File: src/rtl/htx_pkg.sv
// Shared types and constants for the homogeneous 4x4 transform.
`timescale 1ns / 1ps

package htx_pkg;

  localparam int DATA_WIDTH = 24;
  localparam int COEF_WIDTH = 16;
  localparam int FRAC_BITS  = 12;
  localparam int LANE_BITS  = 16;
  localparam int NUM_LANES  = 4;

  localparam int CFG_WIDTH = 64;
  localparam int NUM_REGS  = 8;
  localparam int CFG_IDX_W = 4;
  localparam int ROW_IDX_W = $clog2(NUM_LANES);

  // Register map: forward rows first, then inverse rows.
  localparam logic [CFG_IDX_W-1:0] REG_FWD_ROW0 = CFG_IDX_W'(0);
  localparam logic [CFG_IDX_W-1:0] REG_INV_ROW0 = CFG_IDX_W'(4);

  localparam logic CMD_FWD    = 1'b0;
  localparam logic CMD_NORMAL = 1'b1;

  typedef logic signed [DATA_WIDTH-1:0] data_t;
  typedef logic signed [COEF_WIDTH-1:0] coef_t;
  typedef data_t [NUM_LANES-1:0] data_vec_t;
  typedef coef_t [NUM_LANES-1:0] coef_vec_t;
  typedef coef_vec_t [NUM_LANES-1:0] coef_mat_t;

  localparam data_t DATA_MAX = {1'b0, {(DATA_WIDTH-1){1'b1}}};
  localparam data_t DATA_MIN = {1'b1, {(DATA_WIDTH-1){1'b0}}};

  typedef struct packed {
    logic  cmd;
    data_t in_x;
    data_t in_y;
    data_t in_z;
    data_t in_w;
  } in_word_t;

  typedef struct packed {
    data_t out_x;
    data_t out_y;
    data_t out_z;
    data_t out_w;
    logic  overflow;
  } out_word_t;

  // Per-stage load enables shared by all lanes.
  typedef struct packed {
    logic en_mul;
    logic en_sum;
  } lane_ctrl_t;

endpackage

File: src/rtl/htx_lane.sv
// One output component: four products, sum, floor shift and saturation.
`timescale 1ns / 1ps

module htx_lane (
  input  logic                 clk,
  input  htx_pkg::lane_ctrl_t  ctrl,
  input  htx_pkg::coef_vec_t   coefs,
  input  htx_pkg::data_vec_t   comps,
  output htx_pkg::data_t       result,
  output logic                 sat
);
  import htx_pkg::*;

  localparam int PROD_W = COEF_WIDTH + DATA_WIDTH;
  localparam int SUM_W  = PROD_W + 2;
  localparam int SH_W   = SUM_W - FRAC_BITS;

  logic signed [PROD_W-1:0] prod [NUM_LANES];
  logic signed [SUM_W-1:0]  sum;
  logic signed [SH_W-1:0]   sh;
  logic                     fits;

  always_ff @(posedge clk) begin
    if (ctrl.en_mul) begin
      for (int j = 0; j < NUM_LANES; j++) begin
        prod[j] <= PROD_W'($signed(coefs[j]) * $signed(comps[j]));
      end
    end
  end

  always_comb begin
    sum = SUM_W'(prod[0]) + SUM_W'(prod[1]) + SUM_W'(prod[2]) + SUM_W'(prod[3]);
    // arithmetic shift rounds toward minus infinity
    sh = SH_W'(sum >>> FRAC_BITS);
    fits = (&sh[SH_W-1:DATA_WIDTH-1]) || !(|sh[SH_W-1:DATA_WIDTH-1]);
  end

  always_ff @(posedge clk) begin
    if (ctrl.en_sum) begin
      sat <= !fits;
      if (fits) begin
        result <= sh[DATA_WIDTH-1:0];
      end else begin
        result <= sh[SH_W-1] ? DATA_MIN : DATA_MAX;
      end
    end
  end

endmodule

File: config.mk
export PLATFORM = sky130hd
export DESIGN_NAME = htx_lane
export DESIGN_NICKNAME = d
export VERILOG_FILES = /design/src/rtl/htx_pkg.sv /design/src/rtl/htx_lane.sv
export SDC_FILE = /design/constraint.sdc
export NUM_CORES = 2
export LEC_CHECK = 0
export BUFFER_PORTS_ARGS = -buffer_cell sky130_fd_sc_hd__buf_2
export CORE_UTILIZATION = 65
export DETAILED_ROUTE_END_ITERATION = 8
export PLACE_DENSITY = 0.88
export SYNTH_ARGS = -nofsm -noshare
export SYNTH_HDL_FRONTEND = slang
export SYNTH_SLANG_ARGS = --single-unit
File: constraint.sdc
create_clock -name clk -period 18.1 [get_ports clk]
set_clock_uncertainty 0.1 [all_clocks]
set_input_delay 0.905 -clock clk [delete_from_list [all_inputs] [get_ports clk]]
set_output_delay 0.905 -clock clk [all_outputs]
set_load 0.03 [all_outputs]
# Word level (Yosys, flattened, before mapping)
# Memory sizes are Yosys's and may differ from the RTL's.
# Cells that the tools add are included.
op_classes:
  n_reduce_logical: 5
  multipliers: 4
  mux: 4
  n_addsub: 3
op_table:
  columns: ["cell", "count"]
  rows:
  - ["multiplier 16 x 24 -> 40 bit", 4]
  - ["2-to-1 mux 24 bit", 2]
  - ["adder 41 x 40 -> 42 bit", 1]
  - ["adder 42 x 40 -> 42 bit", 1]
  - ["adder 40 x 40 -> 41 bit", 1]
  - ["AND reduction 7 bit", 1]
  - ["OR reduction 7 bit", 1]
  - ["logical NOT 1 bit", 2]
  - ["2-to-1 mux 1 bit", 2]
  - ["logical OR 1 bit", 1]
totals:
  word_cells: 19
  out_inout_bits: 25
  mem_count: 1
  ff_bits: 25
  mem_bits_rw: 160
  input_bits: 163
mem_list:
  columns: ["memory", "depth", "width", "read_ports", "rd_clocked_by_memory_dff", "wr", "line", "source"]
  rows:
  - ["prod", 4, 40, 4, 0, 4, "htx_lane.sv:18", "logic signed [PROD_W-1:0] prod [NUM_LANES];"]

# Depth between registers and ports, before layout
logic_depth:
  word_depth: 7
  mapped_depth: 28
  ltp_nobuf: 26

# Worst setup path after synthesis
# OpenSTA, ideal clock, no wires.
synth_path:
  kind: "input to register"
  from: "input comps[83] (netlist bit)"
  to: "memory prod[3][39] (netlist bit), data pin"
  required_time_ns: 17.740
  arrival_ns: 6.867
  path_slack_ns: 10.873
  setup_ns: 0.260
  n_path_buf: 1
  path_stages: 24
  path_cell_list: "clkbuf_1 nand2_1 fa_1 fa_1 fa_1 inv_1 fa_1 fa_1 inv_1 fa_1 inv_1 ha_1 a21o_1 a21o_1 a221o_1 nor2_1 o2111ai_1 a31oi_1 o211ai_1 a311oi_1 nor3_1 a211o_1 a21oi_1 xnor2_1"
synth_rtl:
  columns: ["item", "line", "source"]
  rows:
  - ["from (decl)", "htx_lane.sv:8", "input htx_pkg::data_vec_t comps,"]
  - ["to (decl)", "htx_lane.sv:18", null]

==> results.txt <==
list of most frequent post-synthesis cells: inv_1 (1730), fa_1 (1576), nand2_1 (882)
Synth Net Count: 8856
clock latency on the worst-skew pair: 0.50 ns
DRC Markers: 26
H-tree depth: 4
Seq cells post-synth: 185
Vias/cell: 5.759
die area: 0.09919 mm^2
met3 Use GR: 7.131%
violated checks: design-rule violations
Antenna Nets Post-Route: 0
Routed Wire Length: 156.8 mm
Most common cell on crit path: fa_1
CP Data Arrival Time: 7.90 ns
FMAX: 128.9 MHz
EDFF count, synth: 185
Mapped Avg Cell Area: 9.521 um^2
cts hold-fix bufs: 0
CP max stage cell: fa_1
Cell Area, Synth: 0.06366 mm^2
Resized Gates After CTS: 0
Top Usage Layer GRT: met2
Congestion Overflow GR: 0
GR met2 Demand/Resource: 55.74%
Starting Density: 65.73%
Hold Slack: 0.8633 ns
gr usage total: 33.53%
Synth async-reset ratio: 0%
Post-CTS Setup Inserts: 0
first-pass GRT wire length: 258.8 mm
vias in the first global route: 50.76k
sequential-to-total area share from yosys stat: 8.727%
top-count cell post-synth: inv_1
max cap viols: 0
Critical Path Sink Type: flop
max incr delay on CP: 0.52 ns
Final Cycle Share: 42.87%
CORE AREA: 0.09685 mm^2
Chip Width: 314.9 um
Max-slew headroom: 23.79%
Port-buffer cells: 187
Synth area leader: fa_1
layout net count: 8825
synth top area cells: fa_1 (50%), inv_1 (10%), edfxtp_1 (8.7%), ha_1 (8.5%), and2_1 (6.1%)
unrepaired setup endpoints after global routing: no
Final Max Tran Viols: 0
CTS clk-pin slew, worst paths: 0.07 ns
Synth top area share: 49.56%
Cell variety after synth: 71
Hold WC Path Type: input port to flop
1st-pass router iterations: 8
Worst path top cell family by delay: adder cells
die span in y: 314.9 um
largest net degree at the start of global routing: 83
Filler cells: 6992
status: finished with violations
clk sinks: 185
M1 GR Usage: 42.90%
Yosys warning total: 0
crit path max fanout: 24
antenna violations before repair: 8
final setup TNS: 0 ns
Setup Crit Path Kind: input port to flop
routability congestion estimate: 0.9584
layout cells sized above 1: 3.645%
Hold Fails Final Rpt: 0
fin crit period: 7.760 ns
Routed wire per std cell: 19.73 um
CTS tree: done
routed vias: 45.77k
Worst Path Required: 18.24 ns
Cells after Synth: 6686
commonest register cell after synthesis: edfxtp_1
Layout area overhead: 3.495%
Critical Path Start Type: input port
Post-DP HPWL: 127.4 mm
cell breakdown of the critical path: buf_2, nand2_1, fa_1, fa_1, fa_1, inv_1, fa_1, fa_1, inv_1, fa_1, inv_1, ha_1, a21o_1, a21o_1, a221o_1, nor2_1, o2111ai_1, a31oi_1, o211ai_1, a311oi_1, nor3_1, a211o_1, a21oi_1, xnor2_1
FP Rows: 114
setup violators final: 0
Num CTS Buffers: 17
boundary pin count: 188
Clock Path Buffers: 2
Worst Tran Pin Value: 1.133 ns
1st-iter DRT viols: 3749
crit path buf inv count: 4
final core utilization: 68.03%
root buffer cell: clkbuf_16
[per-stage QoR]
step                      setup slack, ns  cell area, um^2  cells
after floorplan                     10.87            63660   6686
after CTS                           10.47            65870   7943
after detailed placement            9.965            65310   7912
final                               10.34            65880   7948
after global placement              10.11            65310   7912
after global routing                10.01            65880   7948
[worst paths after layout]
kind,from,endpoint,slack [ns],depth (start not counted)
worst max-delay path,coefs[50],prod[3][39],10.34,24
worst max register to register,prod[0][11],result[15],11.79,16
worst min-delay path,ctrl[1],prod[0][12],0.86,1
worst min register to register,prod[1][32],result[20],1.03,4
[layout make-up]
cell class                 instances  area (um^2)  share of cell area (%)
antenna                            5        12.51                 0.01899
clock buffer                      17        425.4                  0.6457
clock inverter                    14        135.1                  0.2051
inverter                        1731         6497                   9.862
multi-input combinational       4530        50700                   76.95
sequential                       185         5555                   8.432
tap                             1276         1597                   2.423
timing repair buffer             190        964.7                   1.464
[cells in the final DEF (no fill, tap or decap), types with 13 or more instances in the layout]
cell type  instances
nand2b_1          42
inv_1           1730
xnor2_1          150
a31oi_1           13
o21ai_0           86
o21bai_1          32
nor2_1           152
nor2b_1           23
and3_1            19
nand3_1           37
fa_1            1576
a21oi_1          156
o21a_1            18
nand4_1           15
buf_2            186
clkbuf_16         17
and2_1           624
nand2_1          882
ha_1             431
nor3_1            21
edfxtp_1         185
a21o_1            85
xor2_1            44
[layer usage]
metal / routed length (um) / share of wire [%]
met3: 15520 / 9.9
met2: 77280 / 49
met5: 35 / 0.022
met1: 56760 / 36
met4: 7234 / 4.6
[cell families after synthesis]
kind of cell,Yosys count,share of synthesized area (%)
mux,1,0.01572
flops,185,8.727
compound gates,482,4.898
fa+ha+maj,2007,58.03
simple gates,1845,14.00
buf+inv,1971,11.64
xor+xnor,195,2.695
[worst register-to-register path, delay by kind of cell (launching register included)]
kind | cells | cell delay, ns
compound gates | 7 | 2.18
fa+ha+maj | 3 | 1.37
simple gates | 4 | 1.14
xor+xnor | 1 | 0.47
flops | 1 | 0.46
buf+inv | 1 | 0.24
[flip-flops by register name, indices dropped and copies added (netlist names)]
register and count:
prod 160, result 24, sat 1
Power is not shown: default switching activity piles up to over one toggle a cycle in this logic, so the estimate is an artifact.
