### config.mk
export PLATFORM = sky130hd
export DESIGN_NAME = htx_merge
export DESIGN_NICKNAME = d
export VERILOG_FILES = /design/src/rtl/htx_pkg.sv /design/src/rtl/htx_merge.sv
export SDC_FILE = /design/constraint.sdc
export NUM_CORES = 1
export LEC_CHECK = 0
export ABC_CLOCK_PERIOD_IN_PS = 3300
export BUFFER_PORTS_ARGS = -buffer_cell sky130_fd_sc_hd__buf_2
export CAP_MARGIN = 30
export CORE_MARGIN = 2
export CORE_UTILIZATION = 41
export DETAILED_ROUTE_END_ITERATION = 16
export PLACE_DENSITY_LB_ADDON = 0.15
export SLEW_MARGIN = 20
export SYNTH_ARGS = -nofsm -noshare
export SYNTH_HDL_FRONTEND = slang
export SYNTH_SLANG_ARGS = --single-unit
### constraint.sdc
create_clock -name clk -period 3.3 [get_ports clk]
set_input_delay 0.33 -clock clk [delete_from_list [all_inputs] [get_ports clk]]
set_output_delay 0.33 -clock clk [all_outputs]
set_load 0.03 [all_outputs]
### src/rtl/htx_pkg.sv
// Shared types and constants for the homogeneous 4x4 transform.
`timescale 1ns / 1ps

package htx_pkg;

  localparam int DATA_WIDTH = 24;
  localparam int COEF_WIDTH = 16;
  localparam int FRAC_BITS  = 12;
  localparam int LANE_BITS  = 16;
  localparam int NUM_LANES  = 4;

  localparam int CFG_WIDTH = 64;
  localparam int NUM_REGS  = 8;
  localparam int CFG_IDX_W = 4;
  localparam int ROW_IDX_W = $clog2(NUM_LANES);

  // Register map: forward rows first, then inverse rows.
  localparam logic [CFG_IDX_W-1:0] REG_FWD_ROW0 = CFG_IDX_W'(0);
  localparam logic [CFG_IDX_W-1:0] REG_INV_ROW0 = CFG_IDX_W'(4);

  localparam logic CMD_FWD    = 1'b0;
  localparam logic CMD_NORMAL = 1'b1;

  typedef logic signed [DATA_WIDTH-1:0] data_t;
  typedef logic signed [COEF_WIDTH-1:0] coef_t;
  typedef data_t [NUM_LANES-1:0] data_vec_t;
  typedef coef_t [NUM_LANES-1:0] coef_vec_t;
  typedef coef_vec_t [NUM_LANES-1:0] coef_mat_t;

  localparam data_t DATA_MAX = {1'b0, {(DATA_WIDTH-1){1'b1}}};
  localparam data_t DATA_MIN = {1'b1, {(DATA_WIDTH-1){1'b0}}};

  typedef struct packed {
    logic  cmd;
    data_t in_x;
    data_t in_y;
    data_t in_z;
    data_t in_w;
  } in_word_t;

  typedef struct packed {
    data_t out_x;
    data_t out_y;
    data_t out_z;
    data_t out_w;
    logic  overflow;
  } out_word_t;

  // Per-stage load enables shared by all lanes.
  typedef struct packed {
    logic en_mul;
    logic en_sum;
  } lane_ctrl_t;

endpackage

### src/rtl/htx_merge.sv
// Output register: gathers the lane results and merges the saturation flags.
`timescale 1ns / 1ps

module htx_merge (
  input  logic                              clk,
  input  logic                              rst,
  input  logic                              load,
  input  logic                              lanes_valid,
  input  htx_pkg::data_vec_t                results,
  input  logic [htx_pkg::NUM_LANES-1:0]     sats,
  output logic                              out_valid,
  output htx_pkg::out_word_t                out_word
);
  import htx_pkg::*;

  always_ff @(posedge clk) begin
    if (rst) begin
      out_valid <= 1'b0;
    end else if (load) begin
      out_valid <= lanes_valid;
    end
    if (load && lanes_valid) begin
      out_word.out_x    <= results[0];
      out_word.out_y    <= results[1];
      out_word.out_z    <= results[2];
      out_word.out_w    <= results[3];
      out_word.overflow <= |sats;
    end
  end

endmodule

### Word-level counts from Yosys, hierarchy flattened

Index checks and enable logic that the tools add are counted.

| word-level totals | value |
|---|---|
| output and inout bits | 98 |
| input bits | 104 |
| register bits | 98 |

| cells by class | value |
|---|---|
| reduce and logical (&&, ||, !) cells | 2 |

Operators by type and width:

| operator | number |
|---|---|
| $reduce_or A4 Y1 | 1 |
| $logic_and A1 B1 Y1 | 1 |

### Depth between registers and ports, before layout

Gate-level depths: netlist (run 1).

| depth | value |
|---|---|
| depth in word-level cells | 1 |
| mapped depth | 2 |
| gate-level depth less buffers | 2 |

### Least setup slack after synthesis (run 1)

No wires, ideal clock.

| timing path | value |
|---|---|
| path type | input to register |
| start | input port lanes_valid |
| end | register out_word[0] (netlist bit), enable pin |
| cell stages on the path | 1 |
| setup slack | 262 ps |
| path buffers | 0 |
| arrival | 2,572 ps |
| cell sequence | and2_1 |

| on the way | value |
|---|---|
| longest elaborated chain between the ends | 1 |

RTL lines:

| item | RTL line | source |
|---|---|---|
| from (decl) | htx_merge.sv:8 | `input logic lanes_valid,` |
| $logic_and A1 B1 Y1 | htx_merge.sv:22 | `if (load && lanes_valid) begin` |
| to (decl) | htx_merge.sv:12 | `output htx_pkg::out_word_t out_word` |

No other way between the ends.
A chain may end at the register's enable or synchronous reset.

### Worst setup path in the final report (run 1)

| timing path | value |
|---|---|
| start | input port load |
| end | register out_word[37] (netlist bit), enable pin |

| on the way | value |
|---|---|
| longest elaborated chain between the ends | 1 |

RTL lines:

| item | RTL line | source |
|---|---|---|
| from (decl) | htx_merge.sv:7 | `input logic load,` |
| $logic_and A1 B1 Y1 | htx_merge.sv:22 |  |

No other way between the ends.

==> impl_results.rst, run 1 <==
.. list-table::
   :header-rows: 1

   * - Metric
     - Value
   * - Sw Share
     - 0.232
   * - Endpoint of the worst hold-timing path
     - out_valid$_SDFFE_PP0P_
   * - Last weighted congestion value of the routability-driven placer
     - 0.724
   * - Post-synthesis instance total
     - 102
   * - Maximum frequency from static timing analysis
     - 743 MHz
   * - Worst Hold Launch
     - rst
   * - Num Clock Sinks
     - 98
   * - Final Slew Violations
     - 0
   * - Number of CTS-inserted buffers
     - 9
   * - Wire length per cell
     - 14.5 um
   * - Vias/cell
     - 4.31
   * - Syn Nets
     - 206
   * - Worst Clk Skew
     - 0 ps
   * - Fin. Hold Viols
     - 0
   * - Total cell area at the placement stage
     - 0.00411 mm^2
   * - Via count of the first global-routing pass
     - 1685
   * - Net switching power of the design
     - 0.620 mW
   * - DIE WIDTH
     - 89.0 um
   * - Number of H-tree levels
     - 3
   * - Hold Path Stages
     - 2
   * - Post-detail-place hpwl
     - 4550 um
   * - Post-cts repair resize count
     - 0
   * - Clock transition at path regs
     - 80 ps
   * - Number of antenna violations at the first check in global routing
     - 0
   * - Total of flip-flops plus latches after synthesis
     - 98
   * - Power per cell area
     - 616 mW/mm^2
   * - Commonest non-fill, non-tap cell in the layout
     - buf_2
   * - Top library cells by usage in the layout, fill and taps aside
     - buf_2, edfxtp_1, clkbuf_8
   * - Register area share after synthesis
     - 0.991
   * - Skew-Pair Late Insertion Delay
     - 330 ps
   * - Layout Area Growth over Synthesis
     - 46.7%
   * - Number of max-cap violations
     - 0
   * - Drc violations
     - 0
   * - Post-CTS setup buffers
     - 0
   * - ANT cells
     - 0
   * - Critical path startpoint category
     - primary input
   * - Global Route Usage Sum
     - 0.145
   * - Number of buffers inserted for hold repair after clock tree synthesis
     - 0
   * - Maximum fanout along the worst path
     - 51
   * - Slew at the pin closest to its max-slew limit
     - 656 ps
   * - Crit Path Category
     - in2reg
   * - WP data arrival
     - 1370 ps
   * - Yosys warning count
     - 0
   * - Part of the power in registers
     - 0.551
   * - Share of power burned in combinational logic
     - 0.123
   * - Final worst path period need
     - 1350 ps
   * - Summed instance area of the synthesized netlist
     - 0.00296 mm^2
   * - Global-route wire length before repair
     - 8160 um
   * - Final-report setup violation count
     - 0
   * - Fraction of final layout cells sized beyond drive strength 1
     - 0.681
   * - Average footprint of a synthesized cell
     - 29.0 um^2
   * - Overflow left after global routing
     - 0
   * - Clk network pwr share
     - 0.326
   * - Most area-hungry cell type in the Yosys netlist
     - edfxtp_1
   * - Number of nets in the layout
     - 419
   * - Reg2reg end
     - out_valid$_SDFFE_PP0P_
   * - Leading post-synthesis cells by cell area
     - edfxtp_1, dfxtp_1, mux2i_1
   * - Fraction of synthesized cell area taken by the top area cell type
     - 0.984
   * - Port-buffer cells
     - 201
   * - Result of the run
     - completed
   * - Internal cell power
     - 2.06 mW
   * - Critical register-to-register path startpoint
     - out_valid$_SDFFE_PP0P_
   * - Number of routed nets with antenna violations
     - 0
   * - Row cnt
     - 30
   * - DRT iter0 DRCs
     - 83
   * - Max Buffers Root-to-Sink
     - 2
   * - Worst r2r path cells
     - 2
   * - Die height
     - 89.0 um
   * - Leakage
     - 1.85 nW
   * - Top-Level Pins
     - 202
   * - Slack of the worst reg-to-reg path
     - 2710 ps
   * - Area of all placed cells without fillers
     - 0.00434 mm^2
   * - Count of unique library cells instantiated by Yosys
     - 6
   * - First-pass iteration count of the detailed router
     - 4
   * - Total vias in the final route
     - 1795
   * - Unrepaired setup endpoints after global routing
     - false
   * - Starting density of the core
     - 0.429
   * - Final cycle utilization of the critical path
     - 0.408
   * - Worst path required time
     - 3330 ps
   * - Worst Setup End Kind
     - flip-flop
   * - Setup_tns
     - 0 ps
   * - TritonCTS clock tree
     - yes
   * - Area of the placeable core
     - 0.00691 mm^2
   * - Peak supply drop
     - 0.375 mV
   * - Die Footprint
     - 0.00792 mm^2
   * - Final routed wirelength across all metal layers
     - 6030 um
   * - Min-Delay Path Class
     - in2reg
   * - CTS root buffer
     - clkbuf_8
   * - Headroom to the max-slew limit
     - 0.563
   * - Pin count of the biggest net entering global routing
     - 52
[Yosys cell counts]
cell type / number
and2_1: 1
mux2i_1: 1
dfxtp_1: 1
or4_1: 1
nor2_1: 1
edfxtp_1: 97
[through the flow]
step	setup slack [ps]	power, mW	util	hold slack, ps	instances
after floorplan	262	1.70	-	402	102
after global placement	1600	1.83	0.595	489	400
after detailed placement	1590	1.84	0.595	491	400
after CTS	1960	2.70	0.629	122	416
after global routing	1890	2.78	0.629	109	416
final	1950	2.68	0.629	138	416
[metal layers]
metal / global-route usage / vias up / wire length [um]
li1: - / 838 / -
met1: 0.150 / 842 / 2150
met3: 0.0859 / 2 / 799
met4: 0.0488 / 0 / 30
met2: 0.246 / 113 / 3050
met5: 0 / - / 0
[sequential cells by signal, summed over array words and instances, names as in the netlist]
name       cells
out_valid      1
out_word      97
[how the worst max path moves through the flow]
stage	end	depth (start not counted)	start	slack (ps)
2_1_floorplan	out_word[0]$_DFFE_PP_	1	lanes_valid	260
3_3_place_gp	out_word[37]$_DFFE_PP_	3	load	1600
3_5_place_dp	out_word[59]$_DFFE_PP_	3	load	1590
4_1_cts	out_word[88]$_DFFE_PP_	3	load	1960
5_1_grt	out_word[41]$_DFFE_PP_	3	load	1890
6_report	out_word[37]$_DFFE_PP_	3	load	1950
[power groups by stage]
| stage | logic (mW) | clock network, mW | registers, mW |
|---|---|---|---|
| floorplan | 0.0176 | 0 | 1.68 |
| global placement | 0.331 | 0 | 1.50 |
| detailed placement | 0.332 | 0 | 1.50 |
| CTS | 0.332 | 0.895 | 1.48 |
| global route | 0.347 | 0.944 | 1.48 |
| finish | 0.328 | 0.873 | 1.48 |
[layout make-up]
| cell class | count | area (um^2) |
|---|---|---|
| multi-input combinational | 4 | 30.0 |
| fill | 554 | 2560 |
| sequential | 98 | 2930 |
| timing repair buffer | 202 | 1030 |
| clock inverter | 6 | 105 |
| clock buffer | 10 | 128 |
| tap | 96 | 120 |
[cells by family after synthesis]
logic type / Yosys count / synth area share
flops: 98 / 0.991
mux: 1 / 0.00338
simple gates: 3 / 0.00592
[critical path: stages]
cell and delay [ps]:
buf_2 90, and2_4 570, buf_12 330
Power figures use the tool's default switching activity.
==> run 2, diff against run 1 <==
- ABC_CLOCK_PERIOD_IN_PS: 3300 -> 1200
- CORE_UTILIZATION: 41 -> 37
- clock period: 3.3 -> 1.2 ns (I/O delays scaled with it)
==> run 2 against run 1 <==
Via count grew 23%. Combinational power grew to 3.6 times the previous value. Final cell count grew 25%. Register-to-register slack lost 2100 ps. Non-clock buffer count grew 100. Die area grew 10%. Clock power grew to 2.5 times the previous value.
==> impl_results.rst, run 2 (synthesized netlist as in run 1, its figures left out) <==
.. list-table::
   :header-rows: 1

   * - Metric
     - Value
   * - Result of the run
     - completed
   * - Worst Clk Skew
     - 0 ps
   * - Headroom to the max-slew limit
     - 0.852
   * - Total vias in the final route
     - 2204
   * - Area of all placed cells without fillers
     - 0.00533 mm^2
   * - CTS root buffer
     - clkbuf_8
   * - Number of CTS-inserted buffers
     - 9
   * - Area of the placeable core
     - 0.00773 mm^2
   * - Max Buffers Root-to-Sink
     - 2
   * - Last weighted congestion value of the routability-driven placer
     - 0.679
   * - Worst path required time
     - 1290 ps
   * - Post-placement setup slack
     - 179 ps
   * - Sw Share
     - 0.241
   * - Final-report setup violation count
     - 0
   * - Fraction of final layout cells sized beyond drive strength 1
     - 0.520
   * - Total cell area at the placement stage
     - 0.00414 mm^2
   * - Pin count of the biggest net entering global routing
     - 43
   * - Number of routed nets with antenna violations
     - 0
   * - Row cnt
     - 32
   * - Top library cells by usage in the layout, fill and taps aside
     - buf_2, dlygate4sd3_1, edfxtp_1
   * - Slew at the pin closest to its max-slew limit
     - 221 ps
   * - Global-route wire length before repair
     - 11200 um
   * - Number of H-tree levels
     - 3
   * - Unrepaired setup endpoints after global routing
     - false
   * - Post-layout utilization of the core
     - 0.690
   * - Leakage
     - 2.25 nW
   * - Crit Path Category
     - in2reg
   * - Critical path startpoint category
     - primary input
   * - Clock transition at path regs
     - 90 ps
   * - Drc violations
     - 0
   * - Final worst path period need
     - 1100 ps
   * - Commonest non-fill, non-tap cell in the layout
     - buf_2
   * - Internal cell power
     - 5.65 mW
   * - Wire length per cell
     - 14.7 um
   * - Via count of the first global-routing pass
     - 2453
   * - Clk network pwr share
     - 0.295
   * - Setup_tns
     - 0 ps
   * - Worst Setup End Kind
     - flip-flop
   * - Post-CTS setup buffers
     - 0
   * - Number of antenna violations at the first check in global routing
     - 0
   * - Net switching power of the design
     - 1.80 mW
   * - Registers with the most flip-flops
     - out_word: 97 flops, out_valid: 1 flops
   * - DRT iter0 DRCs
     - 65
   * - Layout Area Growth over Synthesis
     - 80.1%
   * - Skew-Pair Late Insertion Delay
     - 340 ps
   * - Min-Delay Path Class
     - in2reg
   * - ANT cells
     - 0
   * - Port-buffer cells
     - 201
   * - Global Route Usage Sum
     - 0.173
   * - Num Clock Sinks
     - 98
   * - WP data arrival
     - 1190 ps
   * - Overflow left after global routing
     - 0
   * - Worst hold-check slack
     - 44.8 ps
   * - Power after layout
     - 7.44 mW
   * - DIE WIDTH
     - 93.4 um
   * - Maximum frequency from static timing analysis
     - 905 MHz
   * - Die Footprint
     - 0.00873 mm^2
   * - Number of nets in the layout
     - 519
   * - Register with the most flip-flops
     - out_word
   * - Fin. Hold Viols
     - 0
   * - Power per cell area
     - 1400 mW/mm^2
   * - Peak supply drop
     - 1.28 mV
   * - Share of power burned in combinational logic
     - 0.158
   * - DP Cell Count
     - 408
   * - Maximum fanout along the worst path
     - 1
   * - Final routed wirelength across all metal layers
     - 7640 um
   * - Final setup margin
     - 95.1 ps
   * - Part of the power in registers
     - 0.546
   * - Number of max-cap violations
     - 0
   * - Vias/cell
     - 4.23
   * - Starting density of the core
     - 0.383
   * - Number of standard cells in the layout, taps in and fillers out
     - 521
   * - TritonCTS clock tree
     - yes
   * - First-pass iteration count of the detailed router
     - 3
   * - Final cycle utilization of the critical path
     - 0.921
   * - Top-Level Pins
     - 202
   * - Die height
     - 93.4 um
   * - Max reg flops
     - 97
   * - Final Slew Violations
     - 0
   * - Post-detail-place hpwl
     - 4830 um
[run 2: cell count changes in the layout (fill, tap and decap cells not counted), sizes merged]
cell,previous run,this run
bufinv,3,2
dlygate4sd3,0,98
clkbuf,10,9
buf,202,204
clkinv,3,2
clkinvlp,0,2
[run 2: worst max-delay path, cell delays in order]
cell,delay [ps]
dlygate4sd3_1,550
buf_2,130
or4_1,400
[run 2: layout make-up]
cell class                      instances  area [um^2]
Fill cell                             531         2400
Timing Repair Buffer                  302         2030
Multi-Input combinational cell          4         30.0
Clock buffer                            9          124
Tap cell                              102          128
Clock inverter                          6         82.6
Sequential cell                        98         2930
[run 2: per-layer routing]
layer	up-vias	GRT usage	wire length (um)
li1	1035	-	-
met1	1037	0.167	2690
met2	120	0.329	4110
met3	12	0.0653	718
met4	0	0.0637	116
met5	-	0	0
[run 2: final timing paths]
check	start	endpoint	slack (ps)	depth (start not counted)
worst min-delay path	sats[1]	out_word[0]$_DFFE_PP_	40	2
worst min register to register	out_valid$_SDFFE_PP0P_	out_valid$_SDFFE_PP0P_	540	2
worst max register to register	out_valid$_SDFFE_PP0P_	out_valid$_SDFFE_PP0P_	590	2
worst max-delay path	sats[0]	out_word[0]$_DFFE_PP_	100	3
[run 2: repair_timing]
item,CTS,global route
endpoints found under the hold margin,98,0
setup endpoints to repair,0,0
hold buffers,98,0
gates resized for setup,0,0
[run 2: power by group through the flow]
stage	Clock (mW)	Combinational [mW]	Sequential (mW)
2_1_floorplan	0	0.0504	4.62
3_3_place_gp	0	0.922	4.14
3_5_place_dp	0	0.928	4.14
4_1_cts	2.27	1.18	4.07
5_1_grt	2.38	1.24	4.09
6_report	2.20	1.18	4.07
