## config.mk

```make
export PLATFORM = sky130hd
export DESIGN_NAME = htx_cfg
export DESIGN_NICKNAME = d
export VERILOG_FILES = /design/src/rtl/htx_pkg.sv /design/src/rtl/htx_cfg.sv
export SDC_FILE = /design/constraint.sdc
export NUM_CORES = 1
export LEC_CHECK = 0
export BUFFER_PORTS_ARGS = -buffer_cell sky130_fd_sc_hd__buf_2
export CORE_MARGIN = 2
export CORE_UTILIZATION = 36
export DETAILED_ROUTE_END_ITERATION = 8
export HOLD_SLACK_MARGIN = 0.15
export SLEW_MARGIN = 20
export SYNTH_ARGS = -nofsm -noshare
export SYNTH_HDL_FRONTEND = slang
export SYNTH_SLANG_ARGS = --single-unit
```

## constraint.sdc

```tcl
create_clock -name clk -period 5.71 [get_ports clk]
set_clock_uncertainty 0.1 [all_clocks]
set_input_delay 0.8565 -clock clk [delete_from_list [all_inputs] [get_ports clk]]
set_output_delay 0.8565 -clock clk [all_outputs]
set_load 0.05 [all_outputs]
```

## src/rtl/htx_pkg.sv

```systemverilog
// Shared types and constants for the homogeneous 4x4 transform.
`timescale 1ns / 1ps

package htx_pkg;

  localparam int DATA_WIDTH = 24;
  localparam int COEF_WIDTH = 16;
  localparam int FRAC_BITS  = 12;
  localparam int LANE_BITS  = 16;
  localparam int NUM_LANES  = 4;

  localparam int CFG_WIDTH = 64;
  localparam int NUM_REGS  = 8;
  localparam int CFG_IDX_W = 4;
  localparam int ROW_IDX_W = $clog2(NUM_LANES);

  // Register map: forward rows first, then inverse rows.
  localparam logic [CFG_IDX_W-1:0] REG_FWD_ROW0 = CFG_IDX_W'(0);
  localparam logic [CFG_IDX_W-1:0] REG_INV_ROW0 = CFG_IDX_W'(4);

  localparam logic CMD_FWD    = 1'b0;
  localparam logic CMD_NORMAL = 1'b1;

  typedef logic signed [DATA_WIDTH-1:0] data_t;
  typedef logic signed [COEF_WIDTH-1:0] coef_t;
  typedef data_t [NUM_LANES-1:0] data_vec_t;
  typedef coef_t [NUM_LANES-1:0] coef_vec_t;
  typedef coef_vec_t [NUM_LANES-1:0] coef_mat_t;

  localparam data_t DATA_MAX = {1'b0, {(DATA_WIDTH-1){1'b1}}};
  localparam data_t DATA_MIN = {1'b1, {(DATA_WIDTH-1){1'b0}}};

  typedef struct packed {
    logic  cmd;
    data_t in_x;
    data_t in_y;
    data_t in_z;
    data_t in_w;
  } in_word_t;

  typedef struct packed {
    data_t out_x;
    data_t out_y;
    data_t out_z;
    data_t out_w;
    logic  overflow;
  } out_word_t;

  // Per-stage load enables shared by all lanes.
  typedef struct packed {
    logic en_mul;
    logic en_sum;
  } lane_ctrl_t;

endpackage

```

## src/rtl/htx_cfg.sv

```systemverilog
// Matrix register bank and per-lane coefficient selection.
`timescale 1ns / 1ps

module htx_cfg (
  input  logic                              clk,
  input  logic                              rst,
  input  logic                              cfg_we,
  input  logic [htx_pkg::CFG_IDX_W-1:0]     cfg_index,
  input  logic [htx_pkg::CFG_WIDTH-1:0]     cfg_data,
  input  logic                              cmd,
  output htx_pkg::coef_mat_t                coefs
);
  import htx_pkg::*;

  logic [CFG_WIDTH-1:0] fwd_rows [NUM_LANES];
  logic [CFG_WIDTH-1:0] inv_rows [NUM_LANES];

  always_ff @(posedge clk) begin
    if (rst) begin
      for (int r = 0; r < NUM_LANES; r++) begin
        fwd_rows[r] <= CFG_WIDTH'(1) << (FRAC_BITS + LANE_BITS * r);
        inv_rows[r] <= CFG_WIDTH'(1) << (FRAC_BITS + LANE_BITS * r);
      end
    end else if (cfg_we && cfg_index < CFG_IDX_W'(NUM_REGS)) begin
      if (cfg_index >= REG_INV_ROW0) begin
        inv_rows[cfg_index[ROW_IDX_W-1:0]] <= cfg_data;
      end else begin
        fwd_rows[cfg_index[ROW_IDX_W-1:0]] <= cfg_data;
      end
    end
  end

  // Lane i takes row i of the forward matrix, or column i of the inverse.
  always_comb begin
    for (int i = 0; i < NUM_LANES; i++) begin
      for (int j = 0; j < NUM_LANES; j++) begin
        if (cmd == CMD_NORMAL) begin
          coefs[i][j] = inv_rows[j][LANE_BITS*i +: COEF_WIDTH];
        end else begin
          coefs[i][j] = fwd_rows[i][LANE_BITS*j +: COEF_WIDTH];
        end
      end
    end
  end

endmodule

```

# [After elaboration in Yosys (flattened, before gate mapping)]
# Memories as Yosys holds them, arrays and structs flattened.
# Index checks and enable logic that the tools add are counted.
[classes] n_lt_le_gt_ge=2 n_mux=32 reduce_logical=3
[op_table] op="16-bit two-way mux" n=16
[op_table] op="64-bit two-way mux" n=2
[op_table] op="64-bit OR reduction" n=2
[op_table] op="1-bit two-way mux" n=12
[op_table] op="4-bit by 3-bit >= comparator with 1-bit output, second input constant" n=1
[op_table] op="4-bit < comparator, second input constant" n=1
[op_table] op="2-bit two-way mux" n=2
[op_table] op="1-bit logical AND" n=1
[word_totals] register_bits=0 ramBits=512 output_inout_bits=256 wordCells=39 memories=2
[mem_list] name="fwd_rows" depth=4 width=64 rd=4 rd_ports_with_merged_regs=0 write_ports=4 line="htx_cfg.sv:15" text="logic [CFG_WIDTH-1:0] fwd_rows [NUM_LANES];"
[mem_list] name="inv_rows" depth=4 width=64 rd=4 rd_ports_with_merged_regs=0 write_ports=4 line="htx_cfg.sv:16" text="logic [CFG_WIDTH-1:0] inv_rows [NUM_LANES];"

# [Depth between registers and ports, before layout]
# Gate-level depths: netlist of run 1.
[logic_depth] ltp_word=7 depth_mapped=6 ltp_nobuf=2

# [Least setup slack after synthesis of run 1]
# No wires, ideal clock.
[synth_timing] path_type="input -> register" startpoint="in rst" endpoint="mem fwd_rows[0][0] (enable)" setup_time_ns=0.499 arrival_ns=4.902 t_required_ns=5.111 path_slack_ns=0.208 path_stages=6 n_path_buf=4 cell_sequence="buf_6 or4b_1 buf_2 buf_6 buf_6 o21bai_1"
[synth_rtl] element="from (decl)" line="htx_cfg.sv:6" text="input logic rst,"
[synth_rtl] element="to (decl)" line="htx_cfg.sv:15"

==> results of run 1 <==
## per-stage QoR
| step | instance area, um^2 | hold slack, ns | std cells |
|---|---|---|---|
| finish | 26700 | 0.455 | 2645 |
| global route | 26700 | 0.437 | 2645 |
| CTS | 26700 | 0.407 | 2645 |
| detailed placement | 24900 | 1.05 | 2543 |
| global placement | 24900 | 1.05 | 2543 |
| floorplan | 22600 | 0.936 | 1488 |
## state kept, by name, summed over array words and instances, names as in the netlist
name,count
fwd_rows,256
inv_rows,256
## cell usage after synthesis (2+ instances only)
cell / count
buf_6: 21
edfxtp_1: 512
a41o_1: 2
nor2_1: 127
o21bai_1: 6
clkbuf_1: 83
mux2_2: 256
buf_2: 12
nand2b_1: 4
or3_1: 6
inv_1: 64
nor3_1: 204
buf_1: 13
nor3_2: 174
## worst paths after layout
kind    startpoint         endpoint  slack (ns)  depth (start not counted)
max            cmd       coefs[172]        2.06                          4
min   cfg_data[44]  fwd_rows[2][44]        0.45                          2
## layer usage
metal | share of wire [%] | vias up | GRT usage (%)
li1 | - | 6097 | -
met1 | 41 | 7252 | 29.6
met2 | 48 | 538 | 36.0
met3 | 7.1 | 115 | 4.98
met4 | 3.6 | 0 | 7.88
met5 | 0 | - | 0
## cells by family after synthesis
family                 count (synthesis)  synth area share (%)
and+or+nand+nor                      519                  14.8
DFF                                  512                  68.2
buffers and inverters                193                  3.98
AOI/OAI and AO/OA                      8                 0.288
muxes                                256                  12.8
## area by class of cell
type,count,area [um^2]
Timing Repair Buffer,347,1880
Clock inverter,29,259
Fill cell,5639,35100
Inverter,64,240
Clock buffer,73,1490
Multi-Input combinational cell,783,6410
Sequential cell,512,15400
Tap cell,837,1050
## power groups by stage
stage / registers (uW) / clock network (uW) / logic [uW]
3_3_place_gp: 4480 / 0 / 1440
6_report: 4410 / 3520 / 1430
4_1_cts: 4410 / 3580 / 1450
5_1_grt: 4430 / 3720 / 1480
2_1_floorplan: 4480 / 0 / 1000
3_5_place_dp: 4490 / 0 / 1440
## cells in the final DEF (no fill, tap or decap), drive strengths merged, types with 2 or more instances in the layout
| master | n |
|---|---|
| mux2 | 256 |
| or3 | 6 |
| buf | 347 |
| clkinv | 22 |
| nor3 | 378 |
| edfxtp | 512 |
| o21bai | 6 |
| clkbuf | 73 |
| bufinv | 5 |
| inv | 65 |
| nand2b | 4 |
| a41o | 2 |
| nor2 | 127 |
==> impl_metrics.env, run 1 <==
export IMPL_crit_slowest_cell="buf_4"
export IMPL_worstSetupPathType="input port to primary output"
export IMPL_grt_pass1_wl_mm=102
export IMPL_core_area_um2=61800
export IMPL_ctsRootBufferMaster="clkbuf_16"
export IMPL_overflow=0
export IMPL_timing_slew_headroom_pct=24.1
export IMPL_p_seq_share_pct=47.1
export IMPL_syn_nets=1560
export IMPL_cts_hold_buf=0
export IMPL_route_vias_total=14002
export IMPL_synth_area_top_cells="edfxtp_1, mux2_2, nor3_2"
export IMPL_clockBufferDepth=3
export IMPL_netSwitchingFraction_pct=28.4
export IMPL_cp_max_fo=83
export IMPL_path_buf_inv=3
export IMPL_slowest_delay_ns=0.55
export IMPL_clock_sinks=512
export IMPL_p_total_uw=9370
export IMPL_synthFlopType="edfxtp_1"
export IMPL_end_kind="primary output"
export IMPL_leakage_uw=0.00906
export IMPL_wl_per_cell_um=27.8
export IMPL_grt_setup_unrepaired="false"
export IMPL_synth_edf_count=512
export IMPL_ios=328
export IMPL_htree_levels=2
export IMPL_syn_area_per_cell_um2=15.2
export IMPL_clkPwrFrac_pct=37.6
export IMPL_area_growth_pct=18.4
export IMPL_grtUsageTotal_pct=22.3
export IMPL_slew_viol_final=0
export IMPL_syn_cell_area_um2=22600
export IMPL_cap_violations=0
export IMPL_synthArstFlopShare_pct=0
export IMPL_layout_setup_ws_ns=2.06
export IMPL_drt_pass1_iter_count=5
export IMPL_chipWidth_um=254
export IMPL_period_needed_ns=3.65
export IMPL_grt_pass1_vias=14011
export IMPL_post_route_util_pct=43.2
export IMPL_ys_types=18
export IMPL_ctsResizeCount=0
export IMPL_arrival_ns=2.69
export IMPL_postRouteWirelength_mm=73.4
export IMPL_antenna_cells=0
export IMPL_synth_warnings=0
export IMPL_clk_pin_slew_ns=0.06
export IMPL_antenna_left=0
export IMPL_rows=91
export IMPL_ir_drop_v=0.000216
export IMPL_post_cts_setup_buffers=0
export IMPL_first_iter_violations=1293
export IMPL_dpl_hpwl_mm=43.6
export IMPL_initial_core_util_pct=36.5
export IMPL_fmax_mhz=274
export IMPL_synth_largest_area_cell="edfxtp_1"
export IMPL_final_net_count=1835
export IMPL_place_ws_ns=1.93
export IMPL_final_setup_viol_count=0
export IMPL_hold_path_class="input port to flop"
export IMPL_p_switching_uw=2660
export IMPL_min_period_over_period_pct=63.9
export IMPL_die_area_um2=64700
export IMPL_share_comb_of_total_power_pct=15.3
export IMPL_status="complete, no violations"
export IMPL_pwr_density_cell_nw_per_um2=351
export IMPL_viasPerCell=5.29
export IMPL_cts_tree="built"
export IMPL_synthCells=1488
export IMPL_crit_path_start_kind="input port"
export IMPL_die_h_um=254
export IMPL_hold_violations=0
export IMPL_p_int_uw=6710
export IMPL_final_layout_size_suffix_gt1_share_pct=47.7
export IMPL_cts_inserted_buffers=55
export IMPL_port_buffers=327
export IMPL_synth_top_area_share_pct=68.2
export IMPL_drt_drc_violations_left=0
export IMPL_cp_required_ns=4.75
export IMPL_path_cells="buf_8 > buf_4 > mux2_2 > buf_2"
export IMPL_antenna_found_initial=1
export IMPL_place_congestion=0.756
export IMPL_tns_ns=0
export IMPL_synth_seq_cells=512
export IMPL_ys_seq_area_share_pct=68.2
export IMPL_grt_max_degree=172
export IMPL_worst_slew_pin_slew_ns=1.14
export IMPL_cp_top_family="buffers and inverters"
Note: power is estimated with default switching activity, not from simulation.
==> inputs of run 2 (changes only) <==
clock period = 3.8 ns   (was 5.71 ns; I/O delays follow)
==> impl_metrics.env, run 2 (same netlist as run 1, synthesis figures left out) <==
export IMPL_dpl_hpwl_mm=44.4
export IMPL_worst_slew_pin_slew_ns=1.10
export IMPL_initial_core_util_pct=36.5
export IMPL_chipWidth_um=254
export IMPL_final_cell_mix="edfxtp_1, buf_2, mux2_2"
export IMPL_period_needed_ns=2.74
export IMPL_hold_violations=0
export IMPL_route_vias_total=13962
export IMPL_tns_ns=0
export IMPL_cp_max_fo=66
export IMPL_timing_hold_ws_ns=0.216
export IMPL_end_kind="primary output"
export IMPL_status="complete, no violations"
export IMPL_ir_drop_v=0.000325
export IMPL_crit_path_start_kind="input port"
export IMPL_cap_violations=0
export IMPL_grtUsageTotal_pct=22.2
export IMPL_area_growth_pct=19.1
export IMPL_ios=328
export IMPL_worstSetupPathType="input port to primary output"
export IMPL_cp_required_ns=3.13
export IMPL_min_period_over_period_pct=72.0
export IMPL_fmax_mhz=366
export IMPL_use_met1_pct=30.6
export IMPL_pwr_density_cell_nw_per_um2=522
export IMPL_clockBufferDepth=3
export IMPL_postRouteWirelength_mm=72.6
export IMPL_multi_input_area_um2=6410
export IMPL_n_fill_cell=5614
export IMPL_clock_sinks=512
export IMPL_port_buffers=327
export IMPL_final_net_count=1844
export IMPL_grt_pass1_wl_mm=102
export IMPL_min_path_cells=2
export IMPL_cts_inserted_buffers=54
export IMPL_grt_max_degree=112
export IMPL_gr_usage_met2_pct=36.2
export IMPL_clk_pin_slew_ns=0.06
export IMPL_biggestRegsByFlops="fwd_rows (256), inv_rows (256)"
export IMPL_overflow=0
export IMPL_leakage_uw=0.00915
export IMPL_cts_tree="built"
export IMPL_antenna_left=0
export IMPL_die_h_um=254
export IMPL_die_area_um2=64700
export IMPL_drt_pass1_iter_count=5
export IMPL_grt_setup_unrepaired="false"
export IMPL_ctsResizeCount=0
export IMPL_antenna_found_initial=1
export IMPL_final_common_cell="edfxtp_1"
export IMPL_drt_drc_violations_left=0
export IMPL_use_met3_pct=4.00
export IMPL_timing_slew_headroom_pct=27.0
export IMPL_hold_path_class="input port to flop"
export IMPL_grt_pass1_vias=13983
export IMPL_htree_levels=2
export IMPL_first_iter_violations=1202
export IMPL_rows=91
export IMPL_core_area_um2=61800
export IMPL_wl_per_cell_um=27.3
export IMPL_regArea_um2=15400
export IMPL_place_congestion=0.762
export IMPL_viasPerCell=5.26
export IMPL_arrival_ns=2.07
export IMPL_worst_hold_path_endpoint="inv_rows[2][44]"
export IMPL_final_layout_size_suffix_gt1_share_pct=48.3
export IMPL_ctsRootBufferMaster="clkbuf_16"
export IMPL_grt_busiest_layer="met2"
export IMPL_slew_viol_final=0
export IMPL_hold_start="cfg_data[44]"
export IMPL_final_setup_viol_count=0
run 2: per-stage QoR:
step                      total power (uW)  instances  util (%)  setup WS, ns  instance area (um^2)
after floorplan                       8230       1488         -         -1.19                 22600
after CTS                            14100       2655      43.4          1.08                 26900
after global routing                 14400       2656      43.4          1.03                 26900
after detailed placement              8930       2552      40.6          1.05                 25100
final                                14000       2656      43.4          1.06                 26900
after global placement                8910       2552      40.6          1.09                 25100
run 2: power by group:
group	leakage, uW	switching [uW]	internal (uW)
combinational	0.00340	1690	471
clock	0.000858	2250	2980
sequential	0.00489	83.3	6550
run 2: worst max-delay path by stage:
stage,start,to,slack (ns),cells past startpoint
floorplan,rst,inv_rows[0][0],-1.19,6
detailed placement,rst,fwd_rows[0][34],1.05,5
global placement,cmd,coefs[220],1.09,4
global route,cmd,coefs[3],1.03,4
CTS,cmd,coefs[220],1.08,4
finish,cmd,coefs[3],1.06,4
run 2: what timing repair did:
item,in CTS,in global routing
hold endpoints to repair,2,0
setup buffers,0,0
hold buffers,1,0
run 2: final cells by class:
class	instances	share of cell area, %
Antenna cell	1	0.00932
Clock buffer	63	5.24
Clock inverter	39	1.22
Inverter	64	0.894
Multi-Input combinational cell	783	23.9
Sequential cell	512	57.2
Tap cell	837	3.90
Timing Repair Buffer	357	7.63
run 2: critical path: stages:
cell	delay, ns
buf_8	0.37
buf_12	0.41
mux2_2	0.41
buf_2	0.22
run 2: routing by layer:
layer	vias to the layer above	routed length [um]
li1	6103	-
met5	-	0
met2	557	35500
met1	7223	30000
met4	0	1790
met3	79	5260
==> inputs of run 3 (changes only) <==
clock period = 2.25 ns   (was 3.8 ns; I/O delays follow)
==> impl_metrics.env, run 3 (same netlist as run 1, synthesis figures left out) <==
export IMPL_status="complete, no violations"
export IMPL_biggestRegsByFlops="fwd_rows (256), inv_rows (256)"
export IMPL_final_setup_viol_count=0
export IMPL_cap_violations=0
export IMPL_chipWidth_um=254
export IMPL_ios=328
export IMPL_final_cell_mix="edfxtp_1, buf_2, mux2_2"
export IMPL_drt_drc_violations_left=0
export IMPL_hold_path_class="input port to flop"
export IMPL_hold_violations=0
export IMPL_initial_core_util_pct=36.5
export IMPL_cts_inserted_buffers=52
export IMPL_route_vias_total=14178
export IMPL_n_fill_cell=5614
export IMPL_period_needed_ns=2.06
export IMPL_core_area_um2=61800
export IMPL_dpl_hpwl_mm=46.4
export IMPL_cp_required_ns=1.81
export IMPL_postRouteWirelength_mm=73.3
export IMPL_grt_max_degree=104
export IMPL_grt_pass1_vias=14206
export IMPL_die_h_um=254
export IMPL_timing_slew_headroom_pct=46.8
export IMPL_viasPerCell=5.27
export IMPL_ir_drop_v=0.000599
export IMPL_ctsResizeCount=0
export IMPL_overflow=0
export IMPL_post_cts_setup_buffers=0
export IMPL_place_congestion=0.786
export IMPL_arrival_ns=1.62
export IMPL_clockBufferDepth=3
export IMPL_grt_busiest_layer="met2"
export IMPL_leakage_uw=0.00938
export IMPL_ctsRootBufferMaster="clkbuf_16"
export IMPL_rows=91
export IMPL_pwr_density_cell_nw_per_um2=875
export IMPL_fmax_mhz=486
export IMPL_grtUsageTotal_pct=22.5
export IMPL_drt_pass1_iter_count=5
export IMPL_wl_per_cell_um=27.3
export IMPL_first_iter_violations=1504
export IMPL_design_area_um2=27300
export IMPL_use_met1_pct=31.2
export IMPL_postPlaceCellArea_um2=25500
export IMPL_final_layout_size_suffix_gt1_share_pct=49.0
export IMPL_port_buffers=327
export IMPL_clock_sinks=512
export IMPL_htree_levels=2
export IMPL_worstSetupPathType="input port to primary output"
export IMPL_cts_tree="built"
export IMPL_use_met3_pct=3.73
export IMPL_cts_hold_buf=7
export IMPL_antenna_cells=0
export IMPL_dp_cells=2583
export IMPL_antenna_left=0
export IMPL_slew_viol_final=0
export IMPL_grt_setup_unrepaired="false"
export IMPL_final_net_count=1879
export IMPL_grt_pass1_wl_mm=103
export IMPL_fin_cells=2688
export IMPL_antenna_found_initial=1
export IMPL_die_area_um2=64700
export IMPL_crit_path_start_kind="input port"
export IMPL_min_period_over_period_pct=91.5
export IMPL_cp_max_fo=41
export IMPL_end_kind="primary output"
export IMPL_area_growth_pct=21.2
export IMPL_clk_pin_slew_ns=0.06
export IMPL_gr_usage_met2_pct=35.9
export IMPL_worst_slew_pin_slew_ns=0.798
export IMPL_final_common_cell="edfxtp_1"
-- run 3: cell types whose count changed in the layout (fill, tap and decap cells not counted), sizes merged --
cell / delta
bufinv: +3
dlygate4sd3: +6
clkinv: -7
clkbuf: -1
clkinvlp: +1
buf: +31
diode: -1
-- run 3: worst paths after layout --
kind | startpoint | to | slack (ns) | cells past startpoint
max | cmd | coefs[155] | 0.19 | 4
min | cfg_data[2] | fwd_rows[3][2] | 0.18 | 3
-- run 3: worst max-delay path: stages --
cell	delay, ns
buf_8	0.26
buf_12	0.29
mux2_2	0.40
buf_2	0.22
-- run 3: layer usage --
metal | part of all wire (%) | routed length (um)
met5 | 0 | 0
met4 | 3.2 | 2360
met3 | 6.8 | 5010
met2 | 48 | 35200
met1 | 42 | 30700
-- run 3: report_power, final --
part	internal [uW]	switching [uW]	total (uW)
Combinational	872	2900	3770
Clock	5180	3790	8970
Sequential	11100	136	11200
-- run 3: layout make-up --
class / instances / area, um^2 / share of cell area (%)
sequential: 512 / 15400 / 56.2
multi-input combinational: 783 / 6410 / 23.5
timing repair buffer: 394 / 2520 / 9.21
clock buffer: 62 / 1340 / 4.90
tap: 837 / 1050 / 3.83
clock inverter: 36 / 409 / 1.50
inverter: 64 / 240 / 0.879
-- run 3: per-stage QoR --
step | hold WS (ns) | worst slack, ns | utilization [%] | TNS [ns] | total power [uW]
4_1_cts | 0.152 | 0.199 | 44.2 | 0 | 24100
3_3_place_gp | 0.533 | 0.0629 | 41.3 | 0 | 15100
2_1_floorplan | 0.417 | -0.601 | - | -178.21 | 13900
5_1_grt | 0.171 | 0.169 | 44.2 | 0 | 24600
6_report | 0.180 | 0.191 | 44.2 | 0 | 23900
3_5_place_dp | 0.533 | 0.0443 | 41.3 | 0 | 15200
